**src/sv/ihc_pkg.sv**
```systemverilog
// shared types and constants for the ipv4 header checksum block
package ihc_pkg;

  // width of the link header length register
  localparam int unsigned LinkW = 4;
  // width of the byte position counter within a packet
  localparam int unsigned PosW = 7;

  // ip header byte offsets of the checksum field, read as zero
  localparam logic [PosW-1:0] CsumHiOfs = 7'd10;
  localparam logic [PosW-1:0] CsumLoOfs = 7'd11;

  // checksum reported for a zero length nibble
  localparam logic [15:0] EmptySum = 16'hffff;

  // one input request: a packet byte and its start mark
  typedef struct packed {
    logic [7:0] data_byte;
    logic       start_of_packet;
  } in_item_t;

  // one result: checksum and header length in bytes
  typedef struct packed {
    logic [15:0] header_checksum;
    logic [5:0]  header_byte_count;
  } out_item_t;

  // result handed from the header logic to the output register
  typedef struct packed {
    logic      valid;
    out_item_t item;
  } result_t;

endpackage

```
**src/sv/ihc_in_stage.sv**
```systemverilog
// input register stage holding one accepted byte request
module ihc_in_stage (
  input  logic              clk,
  input  logic              rst,
  input  logic              in_valid,
  output logic              in_ready,
  input  ihc_pkg::in_item_t in_data,
  output logic              held_valid,
  output ihc_pkg::in_item_t held_data,
  input  logic              held_take
);

  // accept when empty or when the held request moves on this cycle
  assign in_ready = !held_valid || held_take;

  // valid flag
  always_ff @(posedge clk) begin
    if (rst) begin
      held_valid <= 1'b0;
    end else if (in_ready) begin
      held_valid <= in_valid;
    end
  end

  // payload
  always_ff @(posedge clk) begin
    if (in_valid && in_ready) begin
      held_data <= in_data;
    end
  end

endmodule

```
**src/sv/ihc_hdr_sum.sv**
```systemverilog
// header tracking and ones' complement sum, one byte per cycle on each fire
module ihc_hdr_sum (
  input  logic                        clk,
  input  logic                        rst,
  input  logic                        cfg_we,
  input  logic [ihc_pkg::LinkW-1:0]   cfg_link,
  input  logic                        fire,
  input  ihc_pkg::in_item_t           item,
  output ihc_pkg::result_t            result
);

  // state
  logic [ihc_pkg::LinkW-1:0] link_header_bytes;
  logic [ihc_pkg::PosW-1:0]  byte_position, byte_position_next;
  logic [3:0]                header_words, header_words_next;
  logic [15:0]               running_sum, running_sum_next;
  logic [7:0]                held_high_byte, held_high_byte_next;
  logic                      header_active, header_active_next;

  // working values for the current byte
  logic                      act;
  logic [ihc_pkg::PosW-1:0]  pos0, ip, link_ext;
  logic [3:0]                words0, words_eff;
  logic [15:0]               sum0;
  logic [7:0]                held0, byte_z;
  logic                      skip, first, zero_len, is_last;
  logic [16:0]               raw_sum;
  logic [15:0]               folded;

  // start mark restarts the packet state
  always_comb begin
    act      = item.start_of_packet || header_active;
    pos0     = item.start_of_packet ? '0 : byte_position;
    words0   = item.start_of_packet ? '0 : header_words;
    sum0     = item.start_of_packet ? '0 : running_sum;
    held0    = item.start_of_packet ? '0 : held_high_byte;
    link_ext = {{(ihc_pkg::PosW-ihc_pkg::LinkW){1'b0}}, link_header_bytes};
    skip     = pos0 < link_ext;
    ip       = pos0 - link_ext;
    first    = (ip == '0);
    words_eff = first ? item.data_byte[3:0] : words0;
    zero_len = first && (item.data_byte[3:0] == 4'd0);
    byte_z   = (ip == ihc_pkg::CsumHiOfs || ip == ihc_pkg::CsumLoOfs) ? 8'd0 : item.data_byte;
    raw_sum  = {1'b0, sum0} + {1'b0, held0, byte_z};
    folded   = raw_sum[15:0] + {15'd0, raw_sum[16]};
    // last header byte sits at four times the nibble, minus one
    is_last  = ip[0] && (ip == ({1'b0, words_eff, 2'b00} - 7'd1));
  end

  // next state
  always_comb begin
    header_active_next  = header_active;
    byte_position_next  = byte_position;
    header_words_next   = header_words;
    running_sum_next    = running_sum;
    held_high_byte_next = held_high_byte;
    if (act) begin
      header_active_next  = 1'b1;
      byte_position_next  = pos0 + ihc_pkg::PosW'(1);
      header_words_next   = words0;
      running_sum_next    = sum0;
      held_high_byte_next = held0;
      if (!skip) begin
        if (zero_len) begin
          header_active_next = 1'b0;
          byte_position_next = pos0;
        end else begin
          header_words_next = words_eff;
          if (ip[0]) begin
            running_sum_next = folded;
          end else begin
            held_high_byte_next = byte_z;
          end
          if (is_last) begin
            header_active_next = 1'b0;
            byte_position_next = pos0;
          end
        end
      end
    end
  end

  // result for the current byte
  always_comb begin
    result.valid = act && !skip && (zero_len || is_last);
    result.item.header_checksum   = zero_len ? ihc_pkg::EmptySum : ~folded;
    result.item.header_byte_count = zero_len ? 6'd0 : {words_eff, 2'b00};
  end

  // link header length register
  always_ff @(posedge clk) begin
    if (rst) begin
      link_header_bytes <= '0;
    end else if (cfg_we) begin
      link_header_bytes <= cfg_link;
    end
  end

  // packet state registers
  always_ff @(posedge clk) begin
    if (rst) begin
      header_active  <= 1'b0;
      byte_position  <= '0;
      header_words   <= '0;
      running_sum    <= '0;
      held_high_byte <= '0;
    end else if (fire) begin
      header_active  <= header_active_next;
      byte_position  <= byte_position_next;
      header_words   <= header_words_next;
      running_sum    <= running_sum_next;
      held_high_byte <= held_high_byte_next;
    end
  end

endmodule

```
**src/sv/ihc_out_stage.sv**
```systemverilog
// result register toward the output channel
module ihc_out_stage (
  input  logic               clk,
  input  logic               rst,
  input  logic               load,
  input  ihc_pkg::result_t   result,
  output logic               free,
  output logic               out_valid,
  input  logic               out_ready,
  output ihc_pkg::out_item_t out_data
);

  // room for a new result when empty or draining this cycle
  assign free = !out_valid || out_ready;

  // valid flag
  always_ff @(posedge clk) begin
    if (rst) begin
      out_valid <= 1'b0;
    end else if (load) begin
      out_valid <= result.valid;
    end else if (out_ready) begin
      out_valid <= 1'b0;
    end
  end

  // payload
  always_ff @(posedge clk) begin
    if (load && result.valid) begin
      out_data <= result.item;
    end
  end

endmodule

```
**src/sv/ipv4_header_checksum.sv**
```systemverilog
// top level of the ipv4 header checksum block
//
// Packet bytes enter one per request on the in channel (valid/ready), each
// with a start-of-packet mark. After skipping the configured link header
// bytes, the low nibble of the first ip byte sets the header length; the
// 16-bit big-endian words of the header are summed with end-around carry,
// the checksum field read as zero. On the last header byte one result with
// the complemented sum and the header byte count goes out on the out channel.
// A zero length nibble gives 0xffff and count 0 right away. A start mark in
// the middle of a header drops it; bytes outside a header give nothing.
// The cfg channel writes the link header length and is always ready.
// Throughput is one byte per cycle while the result register has room; a
// result becomes valid once the byte that completes it has gone from the
// input register through the single 16-bit fold adder into the result register.
// Reset clears all packet state, the link length and both registers. While
// the receiver stalls, one more byte can be held at the input, then in_ready
// drops until the result is taken.
module ipv4_header_checksum (
  input  logic               clk,
  input  logic               rst,
  input  logic               in_valid,
  output logic               in_ready,
  input  ihc_pkg::in_item_t  in_data,
  output logic               out_valid,
  input  logic               out_ready,
  output ihc_pkg::out_item_t out_data,
  input  logic               cfg_valid,
  output logic               cfg_ready,
  input  logic [3:0]         cfg_data
);

  logic              held_valid;
  ihc_pkg::in_item_t held_data;
  logic              out_free;
  logic              fire;
  ihc_pkg::result_t  result;

  // configuration is taken at any time
  assign cfg_ready = 1'b1;

  // held byte is processed when the result register has room
  assign fire = held_valid && out_free;

  // input register
  ihc_in_stage u_in (
    .clk        (clk),
    .rst        (rst),
    .in_valid   (in_valid),
    .in_ready   (in_ready),
    .in_data    (in_data),
    .held_valid (held_valid),
    .held_data  (held_data),
    .held_take  (fire)
  );

  // header sum logic
  ihc_hdr_sum u_sum (
    .clk      (clk),
    .rst      (rst),
    .cfg_we   (cfg_valid),
    .cfg_link (cfg_data),
    .fire     (fire),
    .item     (held_data),
    .result   (result)
  );

  // result register
  ihc_out_stage u_out (
    .clk       (clk),
    .rst       (rst),
    .load      (fire),
    .result    (result),
    .free      (out_free),
    .out_valid (out_valid),
    .out_ready (out_ready),
    .out_data  (out_data)
  );

endmodule

```
**config.mk**
```make
export PLATFORM = sky130hd
export DESIGN_NAME = ipv4_header_checksum
export DESIGN_NICKNAME = d
export VERILOG_FILES = /design/src/sv/ihc_pkg.sv /design/src/sv/ihc_in_stage.sv /design/src/sv/ihc_hdr_sum.sv /design/src/sv/ihc_out_stage.sv /design/src/sv/ipv4_header_checksum.sv
export SDC_FILE = /design/constraint.sdc
export NUM_CORES = 1
export LEC_CHECK = 0
export ABC_AREA = 1
export BUFFER_PORTS_ARGS = -buffer_cell sky130_fd_sc_hd__buf_2
export CORE_UTILIZATION = 40
export CTS_BUF_LIST = sky130_fd_sc_hd__clkbuf_8
export DETAILED_ROUTE_END_ITERATION = 8
export SLEW_MARGIN = 30
export SYNTH_ARGS = -nofsm -noshare
export SYNTH_HDL_FRONTEND = slang
export SYNTH_SLANG_ARGS = --single-unit
export TNS_END_PERCENT = 1
```
**constraint.sdc**
```tcl
create_clock -name clk -period 6.7 [get_ports clk]
set_input_delay 1.005 -clock clk [delete_from_list [all_inputs] [get_ports clk]]
set_output_delay 1.005 -clock clk [all_outputs]
set_load 0.005 [all_outputs]
```
==> impl_metrics.xml <==
<?xml version="1.0" encoding="UTF-8"?>
<metrics>
  <group name="clock_tree">
    <metric name="cts_root_buf" unit="">clkbuf_8</metric>
    <metric name="clock_latency" unit="ns">0.37</metric>
    <metric name="cts.htree.levels" unit="">3</metric>
    <metric name="post_cts_setup_inserts" unit="">0</metric>
    <metric name="tritoncts" unit="">built</metric>
    <metric name="ctsResizeCount" unit="">0</metric>
    <metric name="cts_max_path_buffers" unit="">2</metric>
    <metric name="numCtsBuffers" unit="">9</metric>
    <metric name="cts.hold.buffers_added" unit="">0</metric>
    <metric name="clkTransAtPathRegs" unit="ns">0.08</metric>
    <metric name="cts_sinks" unit="">71</metric>
  </group>
  <group name="synth">
    <metric name="number_of_synthesized_flops_with_an_enable_pin" unit="">29</metric>
    <metric name="synth.yosys.warnings" unit="">0</metric>
    <metric name="post_synth_inst_count" unit="">730</metric>
    <metric name="synthSimpleGateAreaFrac" unit="%">29.8</metric>
    <metric name="syn-cell-area" unit="um^2">5030</metric>
    <metric name="post_synthesis_compound_gate_area_fraction" unit="%">14.2</metric>
    <metric name="synth-main-ff-cell" unit="">dfxtp_1</metric>
    <metric name="synth.lib_cells_used.distinct" unit="">40</metric>
    <metric name="adder_cell_fraction_of_synth_area" unit="%">6.76</metric>
    <metric name="synth_top_family_by_area" unit="">simple AND/OR/NAND/NOR gates</metric>
    <metric name="yosysSeqAreaShare" unit="%">34.0</metric>
    <metric name="synth-xor-area-share" unit="%">3.83</metric>
    <metric name="syn_avg_cell_area" unit="um^2">6.89</metric>
    <metric name="synth-seq-cells" unit="">71</metric>
    <metric name="post_synth_mux_area_share" unit="%">0</metric>
    <metric name="async_reset_ff_share" unit="%">0</metric>
  </group>
  <group name="layout">
    <metric name="post-route-util" unit="%">45.6</metric>
    <metric name="nets" unit="">804</metric>
    <metric name="flow.area_growth_from_synthesis" unit="%">10.1</metric>
    <metric name="filler_cell_count" unit="">1252</metric>
    <metric name="drive_gt1_share" unit="%">12.0</metric>
    <metric name="n_antenna_cell" unit="">0</metric>
  </group>
  <group name="power_and_ir_drop">
    <metric name="max-vdd-ir-drop" unit="mV">0.130</metric>
    <metric name="power.density" unit="nW/um^2">180</metric>
    <metric name="p_leak" unit="nW">2.72</metric>
    <metric name="power.combinational.fraction" unit="%">20.2</metric>
    <metric name="power_frac_seq" unit="%">47.3</metric>
    <metric name="clockPowerShare" unit="%">32.5</metric>
    <metric name="power.switching" unit="uW">329</metric>
    <metric name="power_internal" unit="uW">666</metric>
    <metric name="switching_share" unit="%">33.1</metric>
  </group>
  <group name="worst_setup_path">
    <metric name="crit_start_category" unit="">flip-flop</metric>
    <metric name="crit_arrival" unit="ns">6.11</metric>
    <metric name="critical_path.max_fanout" unit="">16</metric>
    <metric name="critical_path.n_buffers_inverters" unit="">3</metric>
    <metric name="worst_path_most_repeated_cell" unit="">nand2_1</metric>
    <metric name="worst-endpoint-required" unit="ns">6.99</metric>
    <metric name="worst_path_dominant_cell_family" unit="">simple AND/OR/NAND/NOR gates</metric>
    <metric name="critical_path_class" unit="">flip-flop to flip-flop</metric>
    <metric name="slowest_stage_cell_cp" unit="">edfxtp_1</metric>
    <metric name="timing.critical_path.slowest_cell_delay" unit="ns">0.69</metric>
    <metric name="sort_of_element_at_the_end_of_the_critical_path" unit="">flip-flop</metric>
  </group>
  <group name="die">
    <metric name="die_area" unit="um^2">13000</metric>
    <metric name="io_pins" unit="">43</metric>
    <metric name="die_h" unit="um">114</metric>
    <metric name="die_width" unit="um">114</metric>
    <metric name="floorplan.initialDensity" unit="%">41.4</metric>
    <metric name="std_cell_rows" unit="">40</metric>
    <metric name="core" unit="um^2">12200</metric>
  </group>
  <group name="grt">
    <metric name="grt_start_max_net_pins" unit="">41</metric>
    <metric name="gr-usage-met3" unit="%">4.18</metric>
    <metric name="globalRouteTotalUtil" unit="%">21.6</metric>
    <metric name="total_grt_overflow" unit="">0</metric>
    <metric name="grt.met1_usage" unit="%">27.3</metric>
    <metric name="grt_pass1_vias" unit="">4371</metric>
    <metric name="antenna_found_initial" unit="">0</metric>
    <metric name="met2_usage" unit="%">35.1</metric>
    <metric name="grt_pass1_wl" unit="um">21600</metric>
    <metric name="grt_most_used_layer" unit="">met2</metric>
  </group>
  <group name="route">
    <metric name="total_via_count_after_detailed_routing" unit="">4714</metric>
    <metric name="dr.pass1.iters" unit="">5</metric>
    <metric name="totalWireLength" unit="um">13100</metric>
    <metric name="postRouteAntennaNets" unit="">0</metric>
    <metric name="detail_route.iter0.violations" unit="">283</metric>
    <metric name="route.detailed.wl_per_inst" unit="um">14.0</metric>
    <metric name="drc" unit="">0</metric>
    <metric name="viasPerCell" unit="">5.05</metric>
  </group>
  <group name="sta">
    <metric name="setup_total_negative_slack" unit="ns">0</metric>
    <metric name="fin_worst_skew" unit="ns">0.0125</metric>
    <metric name="slew_viol_final" unit="">0</metric>
    <metric name="rsz0062_at_grt" unit="">false</metric>
    <metric name="finish_stage_setup_viols" unit="">0</metric>
    <metric name="maxSlewHeadroom" unit="%">45.8</metric>
    <metric name="fmaxAchievable" unit="GHz">0.172</metric>
    <metric name="final.min_clock_period" unit="ns">5.81</metric>
    <metric name="min_period_over_period" unit="%">86.8</metric>
    <metric name="timing.final.hold_violations" unit="">0</metric>
    <metric name="worst_slew_pin_tran" unit="ns">0.811</metric>
  </group>
  <group name="min_path">
    <metric name="hold_class" unit="">flip-flop to flip-flop</metric>
  </group>
  <group name="place">
    <metric name="dp_hpwl" unit="um">9890</metric>
    <metric name="place.gp.congestion" unit="">0.945</metric>
    <metric name="portBuffers" unit="">39</metric>
  </group>
  <group name="run">
    <metric name="max_cap_viol_count" unit="">0</metric>
  </group>
  <group name="status">
    <metric name="result_of_the_run" unit="">completed</metric>
  </group>
</metrics>
-- cells in the mapped netlist, drive strengths merged (3+ instances only) --
library cell	instances	area, um^2
nand2	190	761
inv	123	462
nor2	68	288
a21oi	56	280
nand3	51	270
dfxtp	42	841
o21ai	39	195
edfxtp	29	871
ha	24	300
xor2	20	175
clkbuf	18	67.6
nand4	12	96.3
o211ai	12	90.1
nor3	11	70.1
o31ai	8	60.1
buf	6	35.0
o21bai	4	30.0
a31oi	3	18.8
-- cells by family (layout without fill, tap and decap cells) --
group | Yosys count | after routing
AND/OR/NAND/NOR | 334 | 334
buffers and inverters | 148 | 182
AO/OA/AOI/OAI | 127 | 127
flip-flops | 71 | 71
adder cells (fa/ha/maj) | 26 | 26
XOR/XNOR | 22 | 22
other | 2 | 3
-- metal layers --
layer  up-vias  part of all wire [%]
met1      2164                    46
met2       109                    45
li1       2413                     -
met4         0                   3.6
met5         -                     0
met3        28                   4.7
-- final timing paths --
check / slack, ns / endpoint / start / depth (start not counted)
worst min register to register: 0.47 / u_sum.running_sum[3] / u_sum.running_sum[3] / 2
worst max register to register: 0.89 / u_sum.running_sum[10] / u_in.held_data[0] / 34
worst min-delay path: 0.47 / u_sum.running_sum[3] / u_sum.running_sum[3] / 2
worst max-delay path: 0.89 / u_sum.running_sum[10] / u_in.held_data[0] / 34
-- area by class of cell --
type                    instances  area (um^2)  area share [%]
clock inverters                 6         36.3           0.655
multi-input cells             512         2760            49.9
well taps                     168          210            3.79
repair buffers                 42          218            3.93
inverters                     124          465            8.40
clock buffers                  10          138            2.48
flip-flops and latches         71         1710            30.9
-- sequential cells by signal (all words and copies together), names as in the netlist --
signal / flops
u_out.out_data: 20
u_sum.byte_position: 7
u_out.out_valid: 1
u_sum.link_header_bytes: 4
u_in.held_data: 9
u_sum.header_active: 1
u_in.held_valid: 1
u_sum.held_high_byte: 8
u_sum.header_words: 4
u_sum.running_sum: 16
-- cells in the final DEF, fill, tap and decap left out, types with 20 or more instances in the layout --
cell / count
nand2_1: 179
inv_1: 117
nor2_1: 60
a21oi_1: 56
nand3_1: 48
dfxtp_1: 42
buf_2: 39
o21ai_0: 31
edfxtp_1: 29
ha_1: 24
xor2_1: 20
-- through the flow --
| step | hold WS [ns] | area [um^2] | cells | worst slack (ns) | power (mW) |
|---|---|---|---|---|---|
| final | 0.470 | 5540 | 933 | 0.887 | 0.996 |
| after global placement | 0.453 | 5360 | 917 | 1.25 | 0.676 |
| after detailed placement | 0.458 | 5370 | 917 | 0.980 | 0.680 |
| after global routing | 0.492 | 5540 | 933 | 0.264 | 1.05 |
| after floorplan | 0.440 | 5040 | 731 | 1.49 | 0.630 |
| after CTS | 0.470 | 5540 | 933 | 0.948 | 1.01 |
-- tightest hold or removal path, cell delays in order, from the launching register on --
cell and delay, ns:
dfxtp_1 0.31, nand2_1 0.06, a21oi_1 0.05
-- power groups by stage --
stage / combinational (mW) / clock, mW / sequential (mW)
2_1_floorplan: 0.152 / 0 / 0.478
3_3_place_gp: 0.196 / 0 / 0.480
3_5_place_dp: 0.199 / 0 / 0.481
4_1_cts: 0.201 / 0.336 / 0.471
5_1_grt: 0.228 / 0.349 / 0.472
6_report: 0.201 / 0.324 / 0.471
Note: power is estimated with default switching activity, not from simulation.
